===== config.mk =====
export PLATFORM = sky130hd
export DESIGN_NAME = tart_table
export DESIGN_NICKNAME = d
export VERILOG_FILES = /design/src/hw/rtl/tart_pkg.sv /design/src/hw/rtl/tart_table.sv
export SDC_FILE = /design/constraint.sdc
export NUM_CORES = 2
export LEC_CHECK = 0
export BUFFER_PORTS_ARGS = -buffer_cell sky130_fd_sc_hd__buf_4
export CAP_MARGIN = 5
export CORE_MARGIN = 1
export CORE_UTILIZATION = 64
export DETAILED_ROUTE_END_ITERATION = 8
export GPL_TIMING_DRIVEN = 0
export PLACE_DENSITY_LB_ADDON = 0.12
export SYNTH_ARGS = -nofsm -noshare
export SYNTH_HDL_FRONTEND = slang
export SYNTH_SLANG_ARGS = --single-unit
export TNS_END_PERCENT = 30

===== constraint.sdc =====
create_clock -name clk_i -period 3.5 [get_ports clk_i]
set_input_delay 0.175 -clock clk_i [delete_from_list [all_inputs] [get_ports clk_i]]
set_output_delay 0.175 -clock clk_i [all_outputs]
set_load 0.01 [all_outputs]

===== src/hw/rtl/tart_pkg.sv =====
package tart_pkg;

  localparam int unsigned TASK_SLOTS_DEF = 16;

  localparam int unsigned IDX_W      = 4;
  localparam int unsigned MASK_W     = 8;
  localparam int unsigned WORD_W     = 32;
  localparam int unsigned BUDGET_W   = 31;
  localparam int unsigned IN_DATA_W  = 184;
  localparam int unsigned OUT_DATA_W = 136;

  localparam logic [WORD_W-1:0] WARMUP_LOOPS        = 32'd100;
  localparam logic [WORD_W-1:0] MARGIN_SWITCH_LOOPS = 32'd450;
  localparam logic [WORD_W-1:0] STABLE_LOOPS        = 32'd500;

  typedef enum logic {
    OP_CHECK  = 1'b0,
    OP_REPORT = 1'b1
  } op_e;

  typedef struct packed {
    logic [WORD_W-1:0] last_end_time;
    logic [WORD_W-1:0] runtime_sum;
    logic [WORD_W-1:0] runtime_average;
    logic [WORD_W-1:0] runtime_maximum;
    logic [WORD_W-1:0] runtime_peak;
    logic [WORD_W-1:0] worst_est;
  } slot_t;

  typedef struct packed {
    op_e               op;
    logic [IDX_W-1:0]  task_index;
    logic [MASK_W-1:0] firmware_state_mask;
    logic [MASK_W-1:0] task_class_mask;
    logic [WORD_W-1:0] period;
    logic              realtime_req;
    logic [WORD_W-1:0] loop_start_cycles;
    logic [WORD_W-1:0] now_cycles;
    logic [WORD_W-1:0] run_start_cycles;
    logic [WORD_W-1:0] loop_count;
    logic              skip_stats;
    logic              in_range;
  } item_t;

  typedef struct packed {
    logic stage_a_en;
    logic stage_b_en;
  } upd_ctrl_t;

endpackage


===== src/hw/rtl/tart_table.sv =====
module tart_table import tart_pkg::*; #(
  parameter int unsigned TASK_SLOTS = TASK_SLOTS_DEF,
  parameter int unsigned SLOT_AW    = 4
) (
  input  logic               clk_i,
  input  logic               rst_ni,
  input  logic               rd_en_i,
  input  logic [SLOT_AW-1:0] rd_addr_i,
  input  logic               wr_en_i,
  input  logic [SLOT_AW-1:0] wr_addr_i,
  input  slot_t              wr_data_i,
  output slot_t              rd_data_o
);

  slot_t                  mem [TASK_SLOTS];
  slot_t                  rd_data_q;
  logic [TASK_SLOTS-1:0]  valid_q;
  logic                   rd_valid_q;

  always_ff @(posedge clk_i) begin
    if (wr_en_i) begin
      mem[wr_addr_i] <= wr_data_i;
    end
    if (rd_en_i) begin
      rd_data_q <= mem[rd_addr_i];
    end
  end

  // Entries never written read as zero.
  always_ff @(posedge clk_i or negedge rst_ni) begin
    if (!rst_ni) begin
      valid_q    <= '0;
      rd_valid_q <= 1'b0;
    end else begin
      if (wr_en_i) begin
        valid_q[wr_addr_i] <= 1'b1;
      end
      if (rd_en_i) begin
        rd_valid_q <= valid_q[rd_addr_i];
      end
    end
  end

  assign rd_data_o = rd_valid_q ? rd_data_q : '0;

endmodule


# Word level (Yosys, flattened, before mapping)
# Memories as Yosys holds them, arrays and structs flattened. A register that Yosys moved wholly into a read port is not among the register bits.
# Cells that the tools add are included.
[word_totals]
output_inout_bits = 192
inputBits = 204
wordCells = 15
mem_count = 1
ff_bits = 17
ram_bits = 3072
[op_classes]
n_reduce_logical = 1
n_lt_le_gt_ge = 3
bitwise_logic = 1
mux = 7
[mem_list]
columns = ["memory", "words", "width", "rd", "rd_ports_with_merged_regs", "write_ports", "line", "rtl"]
rows = [
  ["mem", 16, 192, 1, 1, 1, "tart_table.sv:15", "slot_t mem [TASK_SLOTS];"],
]
[ops]
columns = ["cell", "n"]
rows = [
  ["two-way mux 192 bit", 1],
  ["OR 16 bit", 1],
  ["< comparator 4 x 5 -> 1 bit (second input constant)", 2],
  ["binary-select mux 1 bit (select 4 bit)", 1],
  ["demux 1 bit (select 4 bit)", 1],
  ["greater-or-equal comparator 4 x 1 -> 1 bit (second input constant)", 1],
  ["two-way mux 1 bit", 4],
  ["logical AND 1 bit", 1],
]

# Logic depth before layout (Yosys ltp)
[logic_depth]
depth_word = 5
ltp_mapped = 8
ltp_nobuf = 4

# Worst setup path after synthesis
# No wires, ideal clock.
[synth_timing]
path_kind = "input-to-reg"
from = "input wr_addr_i[2]"
to = "register valid_q[0]"
setup_slack_ps = -11451
required_time_ps = 3351
arrival_time_ps = 14801
setup_ps = 149
cell_stages = 3
path_buffers = 0
cell_sequence = "or3b_2 nor3_1 or2_2"
[synth_between]
elab_chain_cells = 5
word_cells_on_any_way = 6
classes_between = "order compare: 2; mux: 2; bitwise: 1; reduce/logical: 1"
[synth_lines]
columns = ["element", "line", "rtl"]
rows = [
  ["start: declaration", "tart_table.sv:10", "input logic [SLOT_AW-1:0] wr_addr_i,"],
  ["< comparator 4 x 5 -> 1 bit (implied by the code) or greater-or-equal comparator 4 x 1 -> 1 bit (tied branches)", "tart_table.sv:36", "valid_q[wr_addr_i] <= 1'b1;"],
  ["logical AND 1 bit (implied by the code)", "tart_table.sv:36", ""],
  ["two-way mux 1 bit (implied by the code)", "tart_table.sv:36", ""],
  ["demux 1 bit (select 4 bit) *", "tart_table.sv:36", ""],
  ["OR 16 bit (no source line) *", "--", ""],
  ["end signal: assignment", "tart_table.sv:32", "valid_q <= '0;"],
  ["end signal: indexed assignment", "tart_table.sv:36", ""],
  ["end: declaration", "tart_table.sv:17", "logic [TASK_SLOTS-1:0] valid_q;"],
]
# Every way passes the cells marked *; elsewhere a longest branch is shown, timed or not.
# A chain may end at the register's enable or synchronous reset.

==> flow_summary.ini <==
[clocking]
clockBufferDepth = 4
cts-root-buf = clkbuf_16
cts_buffers = 332
htreeDepth = 5
clock_sinks = 3281
post-cts-setup-buffers = 0
cts_tree = built
clk_pin_slew_ps = 60
clkLatencyLatePin_ps = 950

[final_layout]
areaGrowthSynthToFinish_pct = 18.24
nNetsFinal = 6346
instances_no_fill = 8912
drive_gt1_share_pct = 32.12

[floorplanning]
die_area_sq_um = 194600
start_util_pct = 64.69
die-height_um = 441.2
core_sq_um = 190800
rows = 160
io_pins = 396
die_w_um = 441.2

[setup_path]
cp_num_cells = 4
cp_num_buf_inv = 3
crit_slowest_cell = clkbuf_1
worstSetupEndpointType = output pin
worstPathArrival_ps = 3240
critPathMaxStageDelay_ps = 720
path_cells = clkbuf_1 -> clkbuf_1 -> and2_1 -> buf_4
r2r_setup_slack_ps = 1780
critPathLaunch = rd_valid_q
worst-path-max-fanout = 10
critPathTopFamily = buffers and inverters
r2r-end = rd_data_q[108]
path_class = reg2out
worst_path_most_repeated_cell = clkbuf_1
required_ps = 3320
r2r_cells = 4
critPathLaunchType = flip-flop
r2r_start = mem[4][108]

[power]
power_w = 0.08378
leakagePower_nw = 47.10
irDropWorstVdd_uv = 399.0
powerDensity_nw_per_um2 = 574.1

[global_route]
grt_first_pass_wirelength_mm = 439.2
grt.overflow.total = 0
grt_use_total_pct = 32.72
grt_pass1_vias = 61333
antenna_found_initial = 50
grt_max_degree = 79

[sta]
finalCritPeriodShare_pct = 97.59
hold_viol = 0
fin_crit_ps = 3416
clock-skew-final_ps = 32.91
holdWs_ps = 64.29
slew_headroom_pct = 7.741
setup_slack_ps = 84.26
setup_violations = 0
rsz0062_at_grt = false
max_freq_mhz = 292.8
slew_viol_final = 0
worst_pin_slew_ps = 1384

[placed_design]
dp_slack_ps = -298.6
dp_hpwl_mm = 194.8
place.gp.congestion = 0.7453
port_buffers = 391
place_inst = 8116

[detailed_routing]
antenna_left = 0
detail_route.vias_per_cell = 6.694
vias = 59660
wl_mm = 311.9
wire_per_inst_um = 34.99
first_iter_violations = 7878
dr.pass1.iters = 5
route.detailed.drc = 0

[synthesis]
synthTopCellsByCount = edfxtp_1, mux4_2, and2_1
yosys.area.top_type_share_pct = 79.41
synth_area_leader_cell = edfxtp_1
synth_async_sr_flop_share_pct = 0.5181
synth_edf_count = 3264
avgSynthCellArea_sq_um = 24.57
ys_seq_area_share_pct = 79.76
synth_most_common_cell = edfxtp_1
synth-main-ff-cell = edfxtp_1
synth_cells = 5024
ys_types = 23
synthTopCellsByArea = edfxtp_1, mux4_2, and2_1, mux2i_1, a211oi_1
synthesis.nets = 5228
ys_ff_latch = 3281
syn-cell-area_sq_um = 123400
yosys_warnings = 0

[min_path]
holdPathStages = 2
hp-start = wr_data_i[42]
hold_class = in2reg
hold_path_end = mem[4][42]

[outcome]
status = complete, no violations

[run]
drv_cap = 0
metal layers:
metal,part of all wire [%],GRT usage (%),vias to the layer above
li1,-,-,23775
met5,0.040,0,-
met3,8.9,4.965,673
met4,4.6,13.81,20
met2,51,55.07,3629
met1,35,43.39,31563
cells in the final DEF, fill, tap and decap left out, types with 16 or more instances in the layout:
cell / netlist / routed
a211oi_1: 94 / 94
a21oi_1: 91 / 91
and2_1: 192 / 192
buf_1: 17 / 17
buf_12: 0 / 108
buf_16: 0 / 56
buf_2: 89 / 89
buf_4: 24 / 414
buf_8: 0 / 27
bufinv_16: 0 / 21
clkbuf_1: 131 / 180
clkbuf_16: 0 / 341
clkbuf_2: 0 / 16
clkinv_1: 0 / 79
clkinv_2: 0 / 50
dfrtp_1: 17 / 17
diode_2: 0 / 22
dlygate4sd3_1: 0 / 203
edfxtp_1: 3264 / 3264
mux2i_1: 93 / 93
mux4_2: 872 / 872
nor2b_1: 92 / 92
or2_2: 16 / 16
timing repair:
item	CTS	global route
hold buffers	203	0
resized for setup	12	0
hold endpoints to repair	3531	0
setup endpoints to repair	54	0
logic make-up (layout without fill, tap and decap cells):
group / count (synthesis) / count (layout) / synth area share (%)
buf+inv: 267 / 1622 / 1.012
simple gates: 325 / 325 / 1.619
flops: 3281 / 3281 / 79.76
mux: 965 / 965 / 16.67
compound gates: 186 / 186 / 0.9478
other cells: 0 / 22 / 0
power breakdown:
| group | switching [W] | internal [W] |
|---|---|---|
| Clock | 0.0142 | 0.0193 |
| Combinational | 0.00331 | 0.00247 |
| Sequential | 0.000255 | 0.0443 |
cell type report:
cell class                      count  area (sq um)
Antenna cell                       22         55.05
Buffer                            267          1269
Clock buffer                      407          8791
Clock inverter                    164          1289
Fill cell                        9738         44840
Multi-Input combinational cell   1476         23890
Sequential cell                  3281         98440
Tap cell                         2511          3142
Timing Repair Buffer              784          9069
state kept, by name, indices dropped and copies added (netlist names):
| name | flops |
|---|---|
| rd_valid_q | 1 |
| mem | 3072 |
| rd_data_q | 192 |
| valid_q | 16 |
worst max-delay path by stage:
stage,end,slack (ps)
detailed placement,rd_data_q[71],-300
CTS,rd_data_o[107],2
finish,rd_data_o[117],80
floorplan,valid_q[0],-2200
global route,rd_data_o[107],20
global placement,valid_q[8],-8500
metrics by stage:
step / util (%) / cell area (sq um) / setup TNS (ps)
floorplan: - / 123600 / -2514670
global placement: 67.96 / 129700 / -
detailed placement: 70.11 / 133800 / -7080
CTS: 76.47 / 145900 / 0
global route: 76.48 / 145900 / 0
finish: 76.50 / 145900 / 0
Power figures use the tool's default switching activity.
