<file path="config.mk">
export PLATFORM = sky130hd
export DESIGN_NAME = tart_update
export DESIGN_NICKNAME = d
export VERILOG_FILES = /design/src/hw/rtl/tart_pkg.sv /design/src/hw/rtl/tart_update.sv
export SDC_FILE = /design/constraint.sdc
export NUM_CORES = 2
export LEC_CHECK = 0
export BUFFER_PORTS_ARGS = -buffer_cell sky130_fd_sc_hd__buf_2
export CORE_AREA = 2 2 280 282
export CTS_CLUSTER_DIAMETER = 120
export CTS_CLUSTER_SIZE = 24
export DETAILED_ROUTE_END_ITERATION = 7
export DIE_AREA = 0 0 282 284
export PLACE_DENSITY = 0.84
export SYNTH_ARGS = -nofsm -noshare
export SYNTH_HDL_FRONTEND = slang
export SYNTH_SLANG_ARGS = --single-unit
</file>
<file path="constraint.sdc">
create_clock -name clk_i -period 12.65 [get_ports clk_i]
set_clock_uncertainty 0.15 [all_clocks]
set_input_delay 0.6325 -clock clk_i [delete_from_list [all_inputs] [get_ports clk_i]]
set_output_delay 0.6325 -clock clk_i [all_outputs]
set_load 0.005 [all_outputs]
</file>
<file path="src/hw/rtl/tart_pkg.sv">
package tart_pkg;

  localparam int unsigned TASK_SLOTS_DEF = 16;

  localparam int unsigned IDX_W      = 4;
  localparam int unsigned MASK_W     = 8;
  localparam int unsigned WORD_W     = 32;
  localparam int unsigned BUDGET_W   = 31;
  localparam int unsigned IN_DATA_W  = 184;
  localparam int unsigned OUT_DATA_W = 136;

  localparam logic [WORD_W-1:0] WARMUP_LOOPS        = 32'd100;
  localparam logic [WORD_W-1:0] MARGIN_SWITCH_LOOPS = 32'd450;
  localparam logic [WORD_W-1:0] STABLE_LOOPS        = 32'd500;

  typedef enum logic {
    OP_CHECK  = 1'b0,
    OP_REPORT = 1'b1
  } op_e;

  typedef struct packed {
    logic [WORD_W-1:0] last_end_time;
    logic [WORD_W-1:0] runtime_sum;
    logic [WORD_W-1:0] runtime_average;
    logic [WORD_W-1:0] runtime_maximum;
    logic [WORD_W-1:0] runtime_peak;
    logic [WORD_W-1:0] worst_est;
  } slot_t;

  typedef struct packed {
    op_e               op;
    logic [IDX_W-1:0]  task_index;
    logic [MASK_W-1:0] firmware_state_mask;
    logic [MASK_W-1:0] task_class_mask;
    logic [WORD_W-1:0] period;
    logic              realtime_req;
    logic [WORD_W-1:0] loop_start_cycles;
    logic [WORD_W-1:0] now_cycles;
    logic [WORD_W-1:0] run_start_cycles;
    logic [WORD_W-1:0] loop_count;
    logic              skip_stats;
    logic              in_range;
  } item_t;

  typedef struct packed {
    logic stage_a_en;
    logic stage_b_en;
  } upd_ctrl_t;

endpackage

</file>
<file path="src/hw/rtl/tart_update.sv">
module tart_update import tart_pkg::*; (
  input  logic                clk_i,
  input  upd_ctrl_t           ctrl_i,
  input  item_t               item_i,
  input  slot_t               slot_i,
  input  logic [BUDGET_W-1:0] budget_i,
  output slot_t               slot_o,
  output logic                run_now_o
);

  // Stage A: admission test, running sum, maximum, peak candidates.
  logic [WORD_W-1:0] taken;
  logic [WORD_W-1:0] since_end;
  logic [WORD_W-1:0] budget_left;
  logic              mask_ok;
  logic              period_ok;
  logic              over_budget;
  logic [WORD_W+1:0] shrink_full;
  logic [WORD_W:0]   sum_full;
  logic [WORD_W-1:0] sum_new;
  logic [WORD_W+2:0] up7_full;
  logic [WORD_W+4:0] up31_full;

  slot_t             a_slot_q;
  logic              a_run_q;
  logic [WORD_W-1:0] a_worst_q;
  logic [WORD_W-1:0] a_taken_q;
  logic [WORD_W-1:0] a_sum_q;
  logic [WORD_W-1:0] a_avg_q;
  logic [WORD_W-1:0] a_max_q;
  logic [WORD_W-1:0] a_up7_q;
  logic [WORD_W-1:0] a_up31_q;

  assign taken       = item_i.now_cycles - item_i.run_start_cycles;
  assign mask_ok     = |(item_i.firmware_state_mask & item_i.task_class_mask);
  assign since_end   = item_i.loop_start_cycles - slot_i.last_end_time;
  assign period_ok   = (item_i.period == '0) || (since_end >= item_i.period);
  assign budget_left = {1'b0, budget_i} - (item_i.now_cycles - item_i.loop_start_cycles);
  // Time left is signed: a negative value counts as over budget.
  assign over_budget = budget_left[WORD_W-1] || (slot_i.worst_est > budget_left);
  assign shrink_full = {2'b00, slot_i.worst_est} + {1'b0, slot_i.worst_est, 1'b0};

  // Stored average never exceeds stored sum, so no borrow here.
  assign sum_full = {1'b0, slot_i.runtime_sum} - {1'b0, slot_i.runtime_average}
                  + {1'b0, taken};
  assign sum_new  = sum_full[WORD_W] ? '1 : sum_full[WORD_W-1:0];

  assign up7_full  = (WORD_W+3)'(slot_i.runtime_peak) * (WORD_W+3)'(7)
                   + (WORD_W+3)'(taken);
  assign up31_full = (WORD_W+5)'(slot_i.runtime_peak) * (WORD_W+5)'(31)
                   + (WORD_W+5)'(taken);

  always_ff @(posedge clk_i) begin
    if (ctrl_i.stage_a_en) begin
      a_slot_q  <= slot_i;
      a_run_q   <= mask_ok && period_ok && (!over_budget || item_i.realtime_req);
      a_worst_q <= (mask_ok && period_ok && over_budget && !item_i.realtime_req)
                   ? shrink_full[WORD_W+1:2] : slot_i.worst_est;
      a_taken_q <= taken;
      a_sum_q   <= sum_new;
      a_avg_q   <= {5'b0, sum_new[WORD_W-1:5]};
      a_max_q   <= (taken > slot_i.runtime_maximum) ? taken : slot_i.runtime_maximum;
      a_up7_q   <= up7_full[WORD_W+2:3];
      a_up31_q  <= up31_full[WORD_W+4:5];
    end
  end

  // Stage B: pick the peak update, decay it, form the average margin.
  logic [WORD_W-1:0] peak_sel;
  logic [WORD_W+8:0] decay_full;
  logic [WORD_W-1:0] peak_new;
  logic [WORD_W+2:0] marg_full;
  logic [WORD_W-1:0] b_peak_q;
  logic [WORD_W-1:0] b_marg_q;

  always_comb begin
    peak_sel = a_slot_q.runtime_peak;
    if (a_taken_q > a_avg_q) begin
      if (a_slot_q.runtime_peak == '0) begin
        peak_sel = a_taken_q;
      end else if (a_taken_q > a_slot_q.runtime_peak) begin
        peak_sel = a_up7_q;
      end else begin
        peak_sel = a_up31_q;
      end
    end
  end

  assign decay_full = (WORD_W+9)'(peak_sel) * (WORD_W+9)'(511);
  assign peak_new   = (peak_sel > a_avg_q) ? decay_full[WORD_W+8:9] : peak_sel;
  assign marg_full  = (WORD_W+3)'(a_avg_q)
                    * ((item_i.loop_count < MARGIN_SWITCH_LOOPS) ? (WORD_W+3)'(6)
                                                                 : (WORD_W+3)'(5));

  always_ff @(posedge clk_i) begin
    if (ctrl_i.stage_b_en) begin
      b_peak_q <= peak_new;
      b_marg_q <= marg_full[WORD_W+2] ? '1 : marg_full[WORD_W+1:2];
    end
  end

  // Write-back stage: worst estimate and the record to store.
  logic [WORD_W+3:0] peak9_full;
  logic [WORD_W-1:0] peak9;
  logic [WORD_W-1:0] worst_report;
  logic              stats_en;

  assign peak9_full = (WORD_W+4)'(b_peak_q) * (WORD_W+4)'(9);
  assign peak9      = peak9_full[WORD_W+3] ? '1 : peak9_full[WORD_W+2:3];
  assign stats_en   = (item_i.loop_count >= WARMUP_LOOPS) && !item_i.skip_stats;

  always_comb begin
    if ((b_peak_q != '0) && (item_i.loop_count > STABLE_LOOPS)) begin
      worst_report = peak9;
    end else if (a_slot_q.worst_est < b_marg_q) begin
      worst_report = b_marg_q;
    end else begin
      worst_report = a_slot_q.worst_est;
    end
  end

  always_comb begin
    slot_o    = a_slot_q;
    run_now_o = 1'b0;
    if (!item_i.in_range) begin
      slot_o = '0;
    end else begin
      unique case (item_i.op)
        OP_CHECK: begin
          slot_o.worst_est = a_worst_q;
          run_now_o        = a_run_q;
        end
        OP_REPORT: begin
          slot_o.last_end_time = item_i.now_cycles;
          if (stats_en) begin
            slot_o.runtime_sum     = a_sum_q;
            slot_o.runtime_average = a_avg_q;
            slot_o.runtime_maximum = a_max_q;
            slot_o.runtime_peak    = b_peak_q;
            slot_o.worst_est       = worst_report;
          end
        end
        default: begin
          slot_o = '0;
        end
      endcase
    end
  end

endmodule

</file>
# Word-level counts from Yosys, hierarchy flattened
# Cells that the tools add are included.
# totals
out_inout_bits,193
ff_bits,449
input_bits,410
elab_cells,74
# op_classes
n_mul,5
reduce_logical,16
n_bitwise,2
n_addsub,9
n_mux,16
magnitude_cmp,10
# op_table
operator,n
$mux 160,2
$mux 32,9
$mux 192,1
$gt 32x32->1,3
$sub 32x32->32,3
$gt 32x27->1,2
$logic_not 32->1,2
$pmux 32 s2,1
$mul 32x9->41 const B,1
$add 37x32->37,1
$mul 32x5->37 const B,1
$mul 32x4->36 const B,1
$add 35x32->35,1
$mul 32x3->35 const B,1
$add 32x33->34,1
$add 33x32->33,1
$sub 32x32->33,1
$ge 32x32->1,1
$ge 32x7->1 const B,1
$gt 32x9->1 const B,1
$lt 32x32->1,1
$lt 32x9->1 const B,1
$reduce_bool 32->1,1
$sub 31x32->32,1
other kinds (9),19

# Longest topological paths before layout
# logic_depth
word_depth,7
mapped_depth,36
mapped_depth_nobuf,34

# Worst setup path before layout
# Ideal clock, no wire load.
# synth_path
path_type,register -> register
start,register a_avg_q[10]
end,"register b_peak_q[31], data pin"
t_arrival_ns,7.805
synth_period_minus_slack_ns,8.243
stages_incl_launch_ff,36
setup_time_ns,0.287
n_path_buf,3
path_slack_ns,4.407
t_required_ns,12.213
path_cell_list,edfxtp_1 inv_1 ha_1 a21oi_1 a21oi_1 a2111oi_0 o31ai_1 a21oi_1 o21ai_1 o21ai_1 buf_4 buf_2 buf_2 nor2_1 a21oi_1 inv_1 fa_1 inv_1 fa_1 inv_1 fa_1 inv_1 fa_1 inv_1 ha_1 and3_1 a221o_1 a21oi_1 a211oi_1 nor3_1 o32ai_1 o21a_1 o21a_1 o41ai_1 xnor2_1 mux2i_1
# synth_via
elab_chain_len,4
word_cells_on_any_way,5
classes_between,mul: 1; order compare: 2; mux: 2
# synth_lines
element,line,rtl
"start, declared",tart_update.sv:29,logic [WORD_W-1:0] a_avg_q;
"start signal, assigned",tart_update.sv:61,"a_avg_q <= {5'b0, sum_new[WORD_W-1:5]};"
$gt 32x27->1,tart_update.sv:78,if (a_taken_q > a_avg_q) begin
$mux 32,tart_update.sv:78,
$mul 32x9->41 or $gt 32x27->1 (tied branches),"tart_update.sv:89, tart_update.sv:90",
$mux 32 (*),tart_update.sv:90,assign peak_new = (peak_sel > a_avg_q) ? decay_full[WORD_W+8:9] : peak_sel;
net peak_new[31],tart_update.sv:71,logic [WORD_W-1:0] peak_new;
"end signal, assigned",tart_update.sv:97,b_peak_q <= peak_new;
"end, declared",tart_update.sv:73,logic [WORD_W-1:0] b_peak_q;
# Mark *: on every way through the listed nets, which the timed path passes. The rest lies on a longest branch.
# A chain may end at the register's enable or synchronous reset.

# Final worst setup path
# layout_path
start,register a_slot_q[47] (netlist name)
end,"register b_peak_q[31], data pin"
# layout_via
elab_chain_len,6
word_cells_on_any_way,8
classes_between,mul: 1; order compare: 2; mux: 4; reduce/logical: 1
# layout_lines
element,line,rtl
"start, declared",tart_update.sv:24,slot_t a_slot_q;
"start signal, assigned",tart_update.sv:55,a_slot_q <= slot_i;
$gt 32x32->1,tart_update.sv:81,end else if (a_taken_q > a_slot_q.runtime_peak) begin
$mux 32,tart_update.sv:81,
$mux 32,tart_update.sv:79,if (a_slot_q.runtime_peak == '0) begin
$mux 32 (*),tart_update.sv:78,
$mul 32x9->41 or $gt 32x27->1 (tied branches),"tart_update.sv:89, tart_update.sv:90",
$mux 32 (*),tart_update.sv:90,
net peak_new[31],tart_update.sv:71,
# Marked as above.

==> results.md <==
- Status: complete, no violations
- CTS Hold Buffers Added: 0
- Placer congestion estimate: between 1 and 1.5
- Synthesized area per cell: 9.45 µm²
- Dpl cells: just under 7000
- Number of buffers created by CTS: 24
- Fillers: ~5800
- Share of layout cells above drive strength 1: 13.6%
- Crit path from: a_slot_q[47]$_DFFE_PP_
- Max stage delay on crit path: 0.79 ns
- # setup viols final: 0
- Clock transition at path regs: between 0.1 and 0.15 ns
- RSZ-0062 raised after global routing: no
- Setup WS post-layout: 2.59 ns
- Via density: 6.09
- Post-CTS Setup Inserts: 0
- Initial antenna violation count: 53
- Core area: slightly below 80000 µm²
- Die Wd: approximately 280 µm
- Port bufs: 598
- Worst Tran Pin Value: ~1.3 ns
- Top-area cell type share of the netlist area: between 20 and 30%
- Initial Util: between 60% and 70%
- Fin crit period: roughly 10 ns
- Min-Delay Startpoint: slot_i[189]
- Pre-antenna DRT Iters: 7
- Slew margin rel.: approximately a tenth
- Crit Path Max Fanout: 33
- FF-to-FF path depth: 34
- Critical path capture point type: flop
- Hold endpoint: a_slot_q[189]$_DFFE_PP_
- TritonCTS clock tree: yes
- CTS max path bufs: 3
- Area contributors post-synth: edfxtp_1 27%, fa_1 15%, ha_1 15%
- Layout Nets: around 7200
- Main synth FF type: edfxtp_1
- Initial DRC count: around 4000
- Number of enable flip-flop cells after synthesis: ~450
- Design Area, Final: 55100 µm²
- Gr ovfl total: 0
- Fin crit share: between 70% and 80%
- DIE HEIGHT: between 200 and 300 µm
- Synthesized flop and latch total: around 450
- Fin cells: between 6000 and 7000
- First-pass GRT wire length: around 240000 µm
- Vias: 42200
- Root Buffer: clkbuf_16
- Rows: roughly 100
- Netlist Area Pre-Place: about 50000 µm²
- WL final: 162000 µm
- R2R setup slack: roughly 2.6 ns
- Post-cts sizing count: 0
- Post-place setup slack: about 2.8 ns
- CP arrival: 10.24 ns
- Setup_tns: 0 ns
- Syn-to-layout area delta: 10.4%
- FMAX: 0.0994 GHz
- Top-level I/O count: ~600
- Sequential fraction of the synthesis area: 26.8%
- Synth Net Count: between 6000 and 7000
- Yosys cell types: between 90 and 100
- Final ANT Viol Nets: 0
- WS Path Type: flop to flop
- Fin. max-slew vios: 0
- Post-Synthesis Cells: between 5000 and 6000
- Hold path cells: 1
- DR DRC count: 0
- CTS H-tree lvls: 1
- Vias in the first global route: about 40000
- CP most frequent cell: inv_1
- WL per Instance: around 23 µm
- Critical Path RT: roughly 13 ns
- Clk_lat worst skew: about 0.63 ns
- Worst Setup Start Kind: flop
- Asr flop ratio synth: 0%
- Slowest cell on crit path: o311ai_0
- Total Routing Usage GR: around 40%
- HPWL after detailed placement: ~140000 µm
- Die Area: 80100 µm²
- Max-cap violations: 0
- Hold Crit Class: primary input to flop
- FF-to-FF End: b_peak_q[31]$_DFFE_PP_
- TritonCTS Sinks: about 450
- R2R Path Start: a_slot_q[47]$_DFFE_PP_
- Hold Violations, Final: 0
- Post-synth top area cell: edfxtp_1
- Post-DP Area: between 50000 and 60000 µm²
- Pin count of the biggest net entering global routing: approximately 140
- YS warnings: 0
[metrics by stage]
step / utilization [%] / hold slack (ns)
3_5_place_dp: 70.5 / 0.675
2_1_floorplan: - / 0.513
3_3_place_gp: 70.5 / 0.671
5_1_grt: 71.5 / 0.0295
6_report: 71.5 / 0.0363
4_1_cts: 71.4 / 0.0200
[cell usage in the layout, fill, tap and decap left out, drive strengths merged, types with 25 or more instances in the layout]
cell type and count:
a21o 151, a21oi 327, xor2 114, edfxtp 445, and3 38, buf 654, nand4 63, o21bai 32
diode 34, nand2 418, nor4 40, nand2b 57, nor3 66, a21boi 135, a211oi 37, mux2 57
fa 383, inv 955, ha 598, a31oi 25, nand3 69, o21a 53, nor2 252, xnor2 153
nor2b 88, mux2i 114, o21ai 240
[cells in the mapped netlist, types with 9 or more instances]
cell type / count
a31o_2: 10
buf_2: 9
nand3_1: 69
xnor2_1: 153
inv_1: 953
nand2_1: 418
edfxtp_1: 445
o21bai_1: 32
a221oi_1: 10
ha_1: 598
o21ai_0: 233
a21o_1: 151
and3_1: 38
or2_2: 14
a2111oi_0: 14
o22ai_1: 20
nor2b_1: 88
o31ai_1: 16
a211o_1: 11
nor4_1: 40
o211ai_1: 23
a31oi_1: 25
nor2_1: 251
a21boi_0: 135
a211oi_1: 35
mux2i_1: 110
o31a_1: 9
or3_1: 19
a21oi_1: 326
nand4_1: 63
xor2_1: 114
fa_1: 383
o21a_1: 53
nand2b_1: 57
nor3_1: 65
mux2_2: 56
clkbuf_1: 87
and2_1: 20
[state kept, by name (all words and copies together) (netlist names)]
register   count
a_up31_q      32
a_avg_q       27
a_run_q        1
a_slot_q     192
a_up7_q       32
a_sum_q        5
a_worst_q     32
b_marg_q      28
a_taken_q     32
a_max_q       32
b_peak_q      32
[worst max-delay path by stage]
stage                        endpoint
2_1_floorplan  b_peak_q[31]$_DFFE_PP_
3_3_place_gp   b_peak_q[31]$_DFFE_PP_
3_5_place_dp   b_peak_q[31]$_DFFE_PP_
4_1_cts        b_peak_q[31]$_DFFE_PP_
5_1_grt        b_peak_q[31]$_DFFE_PP_
6_report       b_peak_q[31]$_DFFE_PP_
[layout make-up]
cell class,instances,area (µm²),area share [%]
inverters,953,3580,6.50
well taps,1040,1300,2.36
repair buffers,654,3440,6.25
multi-input cells,3769,32600,59.2
clock inverters,7,116,0.211
diodes,34,85.1,0.155
clock buffers,24,601,1.09
flip-flops and latches,445,13400,24.3
[critical path: cells and delay by family (launching register included)]
family,cells,cell delay (ns)
and+or+nand+nor,6,1.56
xor gates and xnor gates,1,0.18
muxes,2,0.35
buffers and inverters,7,0.84
DFF,1,0.46
AOI/OAI and AO/OA,12,3.39
adders and majority gates,6,2.78
[layer usage]
layer	track usage [%]	wire length [µm]	part of all wire [%]	vias to the layer above
met4	21.1	9900	6.1	34
met5	0	207	0.13	-
met3	8.50	18000	11	421
li1	-	-	-	19200
met2	61.6	71600	44	2206
met1	52.8	62000	38	20300
[cell families after synthesis]
kind of cell / count (synthesis) / share of synthesized area, %
flip-flops: 445 / 26.8
buffers and inverters: 1060 / 8.07
AND/OR/NAND/NOR: 1162 / 11.0
XOR/XNOR: 267 / 4.69
other: 1 / 0.00752
multiplexers: 171 / 3.61
adder cells (fa/ha/maj): 982 / 30.4
AO/OA/AOI/OAI: 1186 / 15.4
Power is not shown: default switching activity piles up to over one toggle a cycle in this logic, so the estimate is an artifact.
